## src/hdl/double_ended_queue_unit_assert.svh

```systemverilog
// ----------------------------------------------------------------------------
// Double-ended queue assertion macros
// Clocked implication checks shared by the queue modules.
// ----------------------------------------------------------------------------
`ifndef DOUBLE_ENDED_QUEUE_UNIT_ASSERT_SVH
`define DOUBLE_ENDED_QUEUE_UNIT_ASSERT_SVH

// same-cycle implication
`define DEQ_ASSERT_IMP(lbl, clk, rst, ante, cons, msg) \
   lbl: assert property (@(posedge clk) disable iff (rst) (ante) |-> (cons)) \
      else $error(msg);

// next-cycle implication
`define DEQ_ASSERT_NXT(lbl, clk, rst, ante, cons, msg) \
   lbl: assert property (@(posedge clk) disable iff (rst) (ante) |=> (cons)) \
      else $error(msg);

`endif

```

## src/hdl/deq_pkg.sv

```systemverilog
// ----------------------------------------------------------------------------
// Double-ended queue package
// Command, status, state and interface types shared by the queue modules.
// ----------------------------------------------------------------------------
package deq_pkg;

   localparam int unsigned WORD_W   = 32;
   localparam int unsigned CMD_W    = 2;
   localparam int unsigned STATUS_W = 2;
   localparam int unsigned OCC_W    = 4;

   typedef enum logic [CMD_W-1:0] {
      CMD_PUSH_FRONT = 2'd0,
      CMD_PUSH_BACK  = 2'd1,
      CMD_POP_FRONT  = 2'd2,
      CMD_POP_BACK   = 2'd3
   } cmd_type;

   typedef enum logic [STATUS_W-1:0] {
      STATUS_DONE  = 2'd0,
      STATUS_FULL  = 2'd1,
      STATUS_EMPTY = 2'd2
   } status_type;

   typedef enum logic [2:0] {
      OP_NONE,
      OP_PUSH_FRONT,
      OP_PUSH_BACK,
      OP_POP_FRONT,
      OP_POP_BACK
   } op_type;

   typedef enum logic [1:0] {
      ST_IDLE,
      ST_EXEC,
      ST_RESP
   } state_type;

   typedef struct packed {
      logic       load;
      logic       exec;
      op_type     op;
      status_type result;
   } ctrl_cmd_type;

   typedef struct packed {
      cmd_type cmd;
      logic    full;
      logic    empty;
   } dp_stat_type;

endpackage

```

## src/hdl/deq_ctrl.sv

```systemverilog
// ----------------------------------------------------------------------------
// Double-ended queue controller
// Sequences accept, execute and respond for one command beat at a time.
// ----------------------------------------------------------------------------
`include "double_ended_queue_unit_assert.svh"

module deq_ctrl
   import deq_pkg::*;
(
   input  logic         clock,
   input  logic         reset,
   input  logic         req_valid,
   output logic         req_stall,
   output logic         rsp_valid,
   input  logic         rsp_stall,
   input  dp_stat_type  stat,
   output ctrl_cmd_type cmd
);

   state_type state_ff;
   state_type state_in;

   always_ff @(posedge clock) begin
      if (reset) begin
         state_ff <= ST_IDLE;
      end else begin
         state_ff <= state_in;
      end
   end

   always_comb begin
      state_in   = state_ff;
      req_stall  = 1'b1;
      rsp_valid  = 1'b0;
      cmd.load   = 1'b0;
      cmd.exec   = 1'b0;
      cmd.op     = OP_NONE;
      cmd.result = STATUS_DONE;

      unique case (stat.cmd)
         CMD_PUSH_FRONT: begin
            if (stat.full) cmd.result = STATUS_FULL;
            else           cmd.op     = OP_PUSH_FRONT;
         end
         CMD_PUSH_BACK: begin
            if (stat.full) cmd.result = STATUS_FULL;
            else           cmd.op     = OP_PUSH_BACK;
         end
         CMD_POP_FRONT: begin
            if (stat.empty) cmd.result = STATUS_EMPTY;
            else            cmd.op     = OP_POP_FRONT;
         end
         CMD_POP_BACK: begin
            if (stat.empty) cmd.result = STATUS_EMPTY;
            else            cmd.op     = OP_POP_BACK;
         end
         default: cmd.op = OP_NONE;
      endcase

      unique case (state_ff)
         ST_IDLE: begin
            req_stall = 1'b0;
            if (req_valid) begin
               cmd.load = 1'b1;
               state_in = ST_EXEC;
            end
         end
         ST_EXEC: begin
            cmd.exec = 1'b1;
            state_in = ST_RESP;
         end
         ST_RESP: begin
            rsp_valid = 1'b1;
            if (!rsp_stall) state_in = ST_IDLE;
         end
         default: state_in = ST_IDLE;
      endcase
   end

   `DEQ_ASSERT_NXT(a_accept_exec, clock, reset, req_valid && !req_stall, cmd.exec, "accepted beat not executed")
   `DEQ_ASSERT_NXT(a_exec_resp, clock, reset, cmd.exec, rsp_valid && req_stall, "execute not followed by response")

endmodule

```

## src/hdl/deq_dpath.sv

```systemverilog
// ----------------------------------------------------------------------------
// Double-ended queue datapath
// Circular entry memory, head and count pointers, and response registers.
// ----------------------------------------------------------------------------
`include "double_ended_queue_unit_assert.svh"

module deq_dpath
   import deq_pkg::*;
#(
   parameter int unsigned DEPTH = 8
)
(
   input  logic                      clock,
   input  logic                      reset,
   input  logic [CMD_W-1:0]          req_cmd,
   input  logic signed [WORD_W-1:0]  req_push_value,
   output logic signed [WORD_W-1:0]  rsp_pop_value,
   output logic [STATUS_W-1:0]       rsp_status,
   output logic [OCC_W-1:0]          rsp_occupancy,
   input  ctrl_cmd_type              cmd,
   output dp_stat_type               stat
);

   localparam int unsigned PW = $clog2(DEPTH);
   localparam int unsigned CW = $clog2(DEPTH + 1);
   localparam int unsigned SW = CW + 1;

   logic [WORD_W-1:0] mem [DEPTH];

   cmd_type           cmd_ff;
   logic [WORD_W-1:0] value_ff;
   logic [PW-1:0]     head_ff;
   logic [CW-1:0]     count_ff;
   logic [PW-1:0]     head_in;
   logic [CW-1:0]     count_in;
   logic [WORD_W-1:0] rd_data_ff;
   logic              pop_sel_ff;
   status_type        status_ff;

   logic [PW-1:0] head_dec;
   logic [PW-1:0] head_inc;
   logic [SW-1:0] sum_push;
   logic [SW-1:0] sum_pop;
   logic [SW-1:0] wrap_push;
   logic [SW-1:0] wrap_pop;
   logic [PW-1:0] addr;
   logic          wr_en;
   logic          rd_en;

   assign head_dec  = (head_ff == '0) ? PW'(DEPTH - 1) : head_ff - PW'(1);
   assign head_inc  = (head_ff == PW'(DEPTH - 1)) ? '0 : head_ff + PW'(1);
   assign sum_push  = SW'(head_ff) + SW'(count_ff);
   assign sum_pop   = sum_push - SW'(1);
   assign wrap_push = (sum_push >= SW'(DEPTH)) ? sum_push - SW'(DEPTH) : sum_push;
   assign wrap_pop  = (sum_pop >= SW'(DEPTH)) ? sum_pop - SW'(DEPTH) : sum_pop;

   assign stat.cmd   = cmd_ff;
   assign stat.full  = (count_ff == CW'(DEPTH));
   assign stat.empty = (count_ff == '0);

   always_comb begin
      addr     = head_ff;
      wr_en    = 1'b0;
      rd_en    = 1'b0;
      head_in  = head_ff;
      count_in = count_ff;
      unique case (cmd.op)
         OP_PUSH_FRONT: begin
            addr     = head_dec;
            wr_en    = cmd.exec;
            head_in  = head_dec;
            count_in = count_ff + CW'(1);
         end
         OP_PUSH_BACK: begin
            addr     = PW'(wrap_push);
            wr_en    = cmd.exec;
            count_in = count_ff + CW'(1);
         end
         OP_POP_FRONT: begin
            rd_en    = cmd.exec;
            head_in  = head_inc;
            count_in = count_ff - CW'(1);
         end
         OP_POP_BACK: begin
            addr     = PW'(wrap_pop);
            rd_en    = cmd.exec;
            count_in = count_ff - CW'(1);
         end
         default: addr = head_ff;
      endcase
   end

   always_ff @(posedge clock) begin
      if (reset) begin
         head_ff  <= '0;
         count_ff <= '0;
      end else if (cmd.exec) begin
         head_ff  <= head_in;
         count_ff <= count_in;
      end
   end

   always_ff @(posedge clock) begin
      if (cmd.load) begin
         cmd_ff   <= cmd_type'(req_cmd);
         value_ff <= req_push_value;
      end
      if (cmd.exec) begin
         status_ff  <= cmd.result;
         pop_sel_ff <= rd_en;
      end
   end

   always_ff @(posedge clock) begin
      if (wr_en) mem[addr] <= value_ff;
      if (rd_en) rd_data_ff <= mem[addr];
   end

   assign rsp_pop_value = pop_sel_ff ? signed'(rd_data_ff) : '0;
   assign rsp_status    = status_ff;
   assign rsp_occupancy = OCC_W'(count_ff);

   `DEQ_ASSERT_IMP(a_count_bound, clock, reset, 1'b1, count_ff <= CW'(DEPTH), "count above depth")
   `DEQ_ASSERT_NXT(a_push_grow, clock, reset, wr_en, count_ff == $past(count_ff) + CW'(1), "push did not grow count")
   `DEQ_ASSERT_NXT(a_pop_shrink, clock, reset, rd_en, count_ff == $past(count_ff) - CW'(1), "pop did not shrink count")

endmodule

```

## src/hdl/double_ended_queue_unit.sv

```systemverilog
// ----------------------------------------------------------------------------
// Double-ended queue unit
// Bounded queue of signed words, pushed and popped at either end.
//
//   channel | direction | handshake           | beat
//   req_    | in        | req_valid/req_stall | cmd, push_value
//   rsp_    | out       | rsp_valid/rsp_stall | pop_value, status, occupancy
//
// One command passes through accept, execute and respond in turn.
// The execute cycle owns the single entry-memory port and the pointer update.
// The response holds while rsp_stall is high; no new beat is taken meanwhile.
// Synchronous reset empties the queue; entry contents are not cleared.
// ----------------------------------------------------------------------------
module double_ended_queue_unit
   import deq_pkg::*;
#(
   parameter int unsigned DEPTH = 8
)
(
   input  logic                      clock,
   input  logic                      reset,
   input  logic                      req_valid,
   output logic                      req_stall,
   input  logic [CMD_W-1:0]          req_cmd,
   input  logic signed [WORD_W-1:0]  req_push_value,
   output logic                      rsp_valid,
   input  logic                      rsp_stall,
   output logic signed [WORD_W-1:0]  rsp_pop_value,
   output logic [STATUS_W-1:0]       rsp_status,
   output logic [OCC_W-1:0]          rsp_occupancy
);

   ctrl_cmd_type ctrl_cmd;
   dp_stat_type  dp_stat;

   deq_ctrl u_ctrl (
      .clock     (clock),
      .reset     (reset),
      .req_valid (req_valid),
      .req_stall (req_stall),
      .rsp_valid (rsp_valid),
      .rsp_stall (rsp_stall),
      .stat      (dp_stat),
      .cmd       (ctrl_cmd)
   );

   deq_dpath #(
      .DEPTH (DEPTH)
   ) u_dpath (
      .clock          (clock),
      .reset          (reset),
      .req_cmd        (req_cmd),
      .req_push_value (req_push_value),
      .rsp_pop_value  (rsp_pop_value),
      .rsp_status     (rsp_status),
      .rsp_occupancy  (rsp_occupancy),
      .cmd            (ctrl_cmd),
      .stat           (dp_stat)
   );

endmodule
```

## config.mk

```make
export PLATFORM = sky130hd
export DESIGN_NAME = double_ended_queue_unit
export DESIGN_NICKNAME = d
export VERILOG_FILES = /design/src/hdl/deq_pkg.sv /design/src/hdl/deq_ctrl.sv /design/src/hdl/deq_dpath.sv /design/src/hdl/double_ended_queue_unit.sv
export VERILOG_INCLUDE_DIRS = /design/src /design/src/hdl
export SDC_FILE = /design/constraint.sdc
export NUM_CORES = 1
export LEC_CHECK = 0
export BUFFER_PORTS_ARGS = -buffer_cell sky130_fd_sc_hd__clkbuf_2
export CAP_MARGIN = 20
export CORE_MARGIN = 2
export CORE_UTILIZATION = 45
export CTS_CLUSTER_DIAMETER = 100
export DETAILED_ROUTE_END_ITERATION = 6
export GPL_TIMING_DRIVEN = 0
export PLACE_DENSITY = 0.67
export SLEW_MARGIN = 5
export SYNTH_ARGS = -nofsm -noshare
export SYNTH_HDL_FRONTEND = slang
export SYNTH_SLANG_ARGS = --single-unit
```

## constraint.sdc

```tcl
create_clock -name clock -period 18.94 [get_ports clock]
set_clock_uncertainty 0.1 [all_clocks]
set_input_delay 0.947 -clock clock [delete_from_list [all_inputs] [get_ports clock]]
set_output_delay 0.947 -clock clock [all_outputs]
set_load 0.01 [all_outputs]
```

==> run summary <==
The global route total overflow came out at 0. Timing analysis after detailed placement gives a worst setup slack of 14,130 ps. The floorplan step set the die height to 176 um. The final critical-path setup slack came out at 14,120 ps. The final core utilization came out at 53.9%.

The count of final setup violators is 0. The post-detailed-placement cell area came out at 14,600 um2. The setup slack of the worst register-to-register path is 14,120 ps.

The final hold violation count is 0. TritonCTS built the clock tree. At the later pin of the worst-skew pair, clock insertion delay measures 520 ps. The per-instance average area after synthesis is 16.3 um2. The total inserted antenna cells is 0. The most common flop cell mapped by yosys is edfxtp_1. The clock passes through at most 3 buffers. Once the floorplan was initialized, standard cells occupied 45.5% of the core. The first detailed-routing pass ran for 5 iterations. The async set-or-reset flop fraction in the synthesized netlist is 0%.

The worst setup path is captured at a register. The number of synthesized register bits came out at 334. The tightest min-delay check is of the reg2reg type.

CTS built an H-tree with a depth of 2. The commonest cells after synthesis are 325 x edfxtp_1, 129 x nor2b_1, 118 x a2111oi_0. The period utilization is 25.5%. The largest net degree at the start of global routing came out at 24. The worst max-slew margin expressed relative to the limit is 46.9%. The number of nets in the layout is 1,003. Post-CTS repair changed the size of 0 cells. The highest ir drop seen on vdd is 0.0000590 V. The number of cells in the finished layout apart from fillers is 1,370. The post-synth design cell area came out at 13,400 um2. Ranked by total cell area, the synthesized netlist is headed by edfxtp_1 73%, a2111oi_0 7.7%, nor2b_1 6.0%. The total non-filler cell area in the finished layout is 15,800 um2.

The post-layout total power came out at 1.76 mW. Across the run, the number of max-cap violations was 0. The die boundary width came out at 176 um. The via count of the first global-routing pass is 7,832. The flow ran to the end, and the final reports show no timing, DRC or antenna violations. The synthesized design contains 325 enable-type register cells. The number of setup buffers added after CTS is 0. Detailed placement ended at an HPWL of 20,400 um. The number of library cell types mapped by synthesis is 47. Of all cell types, the one taking the most synthesized area is edfxtp_1. The final critical path time including I/O delays and setup came out at 4820 ps. In this run the worst path has a maximum fanout of 10. The worst setup path is launched from a register. The first global-routing pass estimated 47,600 um of wire. The number of I/O pins came out at 78.

The CTS sink count came out at 334. The number of antenna violations at the first check in global routing is 0. Data on the critical path arrives at its endpoint at 4950 ps. The final count of pins violating max slew came out at 0. The total negative slack is 0 ps. Setup repair after global routing left no endpoint under its margin. The count of hold-fix buffers inserted at cts is 0. The total instance count after detailed placement came out at 1,307. After clock tree synthesis, the clock-pin slew on the worst setup and hold paths is 60 ps. The share of final-layout standard cells stronger than drive strength 1 came out at 20.1%. The area overhead of the layout relative to synthesis came out at 18.6%.

The actual slew at the worst max-slew pin came out at 790 ps. The overall routed net length came out at 31,900 um. The data required time of the critical path is 19,070 ps. The final route contains 7,862 vias. Global routing used 20.6% of the available tracks across all layers.

The clock buffer count from CTS came out at 36. The number of nets with antenna violations after detailed routing is 0. The cell row count came out at 63. The detail-routed via count per cell is 5.74. The standard cell core area is 29,400 um2. Of the synthesized area, sequential elements account for 74.4%. Power spread over the standard cell area amounts to 111 nW/um2. The number of DRC violations after detailed routing is 0. The worst setup path is of the reg2reg kind. The warning count from the yosys run is 0. After detailed routing, the average wire length per cell comes to 23.3 um. The synthesized design devotes to its leading area cell type 73.0% of total area.

The tightest hold margin is 474 ps. Static timing analysis puts the maximum clock frequency at 207 MHz. The instance count of the mapped netlist is 819. The net count after synthesis is 867.

The total die area came out at 31,100 um2. In this run the clock root is driven by a clkbuf_16. The most common cell in the synthesized netlist is edfxtp_1.

After the first detailed-routing iteration, the DRC count stood at 758. The weighted congestion reported at the end of routability-driven placement came out at 0.805. The cell leakage power came out at 5.02 nW. Buffers placed on the I/O ports in this run total 76.
==> layout by cell type, fill, tap and decap left out, drive strengths merged, types with 2 or more instances in the layout <==
cell	instances
xnor2	3
fa	2
clkbuf	150
inv	13
nand2b	2
o21ai	6
a2111oi	128
nor3	12
a21oi	9
nor2b	129
edfxtp	325
nor4	33
clkinv	13
nor2	13
dfxtp	9
nand2	8
buf	50
bufinv	7
ha	8
or3	3
and2	34
a221oi	2
a31oi	2
a211oi	2
nand3	3
==> logic make-up (layout without fill, tap and decap cells) <==
kind of cell	after synthesis	in the layout	synth area share [%]
flops	334	334	74.4
mux	1	1	0.0749
buf+inv	72	233	2.80
compound gates	156	156	10.2
fa+ha+maj	10	10	1.05
simple gates	242	242	11.2
xor+xnor	4	4	0.375
==> path summary, 6_finish.rpt <==
kind,startpoint,endpoint,cells after the start
setup / recovery,u_dpath.rsp_occupancy[0]$_SDFFE_PP0P_,u_dpath.mem[5][11]$_DFFE_PP_,13
hold / removal,u_ctrl.state_ff[1]$_SDFFE_PP0P_,u_ctrl.state_ff[0]$_SDFFE_PP0P_,2
setup reg to reg,u_dpath.rsp_occupancy[0]$_SDFFE_PP0P_,u_dpath.mem[5][11]$_DFFE_PP_,13
hold reg to reg,u_ctrl.state_ff[1]$_SDFFE_PP0P_,u_ctrl.state_ff[0]$_SDFFE_PP0P_,2
==> registers in the layout, summed over array words and instances (netlist names) <==
register               flops
u_dpath.mem              256
u_dpath.rd_data_ff        32
u_dpath.value_ff          32
u_dpath.rsp_occupancy      4
u_dpath.head_ff            3
u_ctrl.state_ff            2
u_dpath.cmd_ff             2
u_dpath.rsp_status         2
u_dpath.pop_sel_ff         1
==> layout make-up <==
type	instances	area [um2]
well taps	390	488
flip-flops and latches	334	9940
plain buffers	61	330
clock inverters	22	292
multi-input cells	413	3120
fillers	2316	13600
clock buffers	41	920
repair buffers	98	716
inverters	11	43.8
==> power breakdown <==
group	switching (mW)	internal, mW	total (mW)
sequential	0.0134	0.835	0.848
combinational	0.127	0.0550	0.182
clock	0.281	0.444	0.725
==> worst max-delay path, cell delays in order (launching register included) <==
cell and delay (ps):
dfxtp_1 590, ha_1 230, inv_1 50, fa_1 470, ha_1 310, nor3_2 50, a221oi_4 410, buf_6 210
clkbuf_1 460, nand3_1 350, nor4_2 620, buf_4 300, buf_4 190, buf_4 180
==> routing by layer <==
metal / vias to the layer above / part of all wire [%] / track usage (%)
met3: 59 / 6.2 / 3.01
met2: 310 / 48 / 33.4
met5: - / 0 / 0
met1: 3925 / 43 / 28.9
li1: 3568 / - / -
met4: 0 / 2.3 / 6.75
No activity file was read; power rests on OpenSTA's default activity.
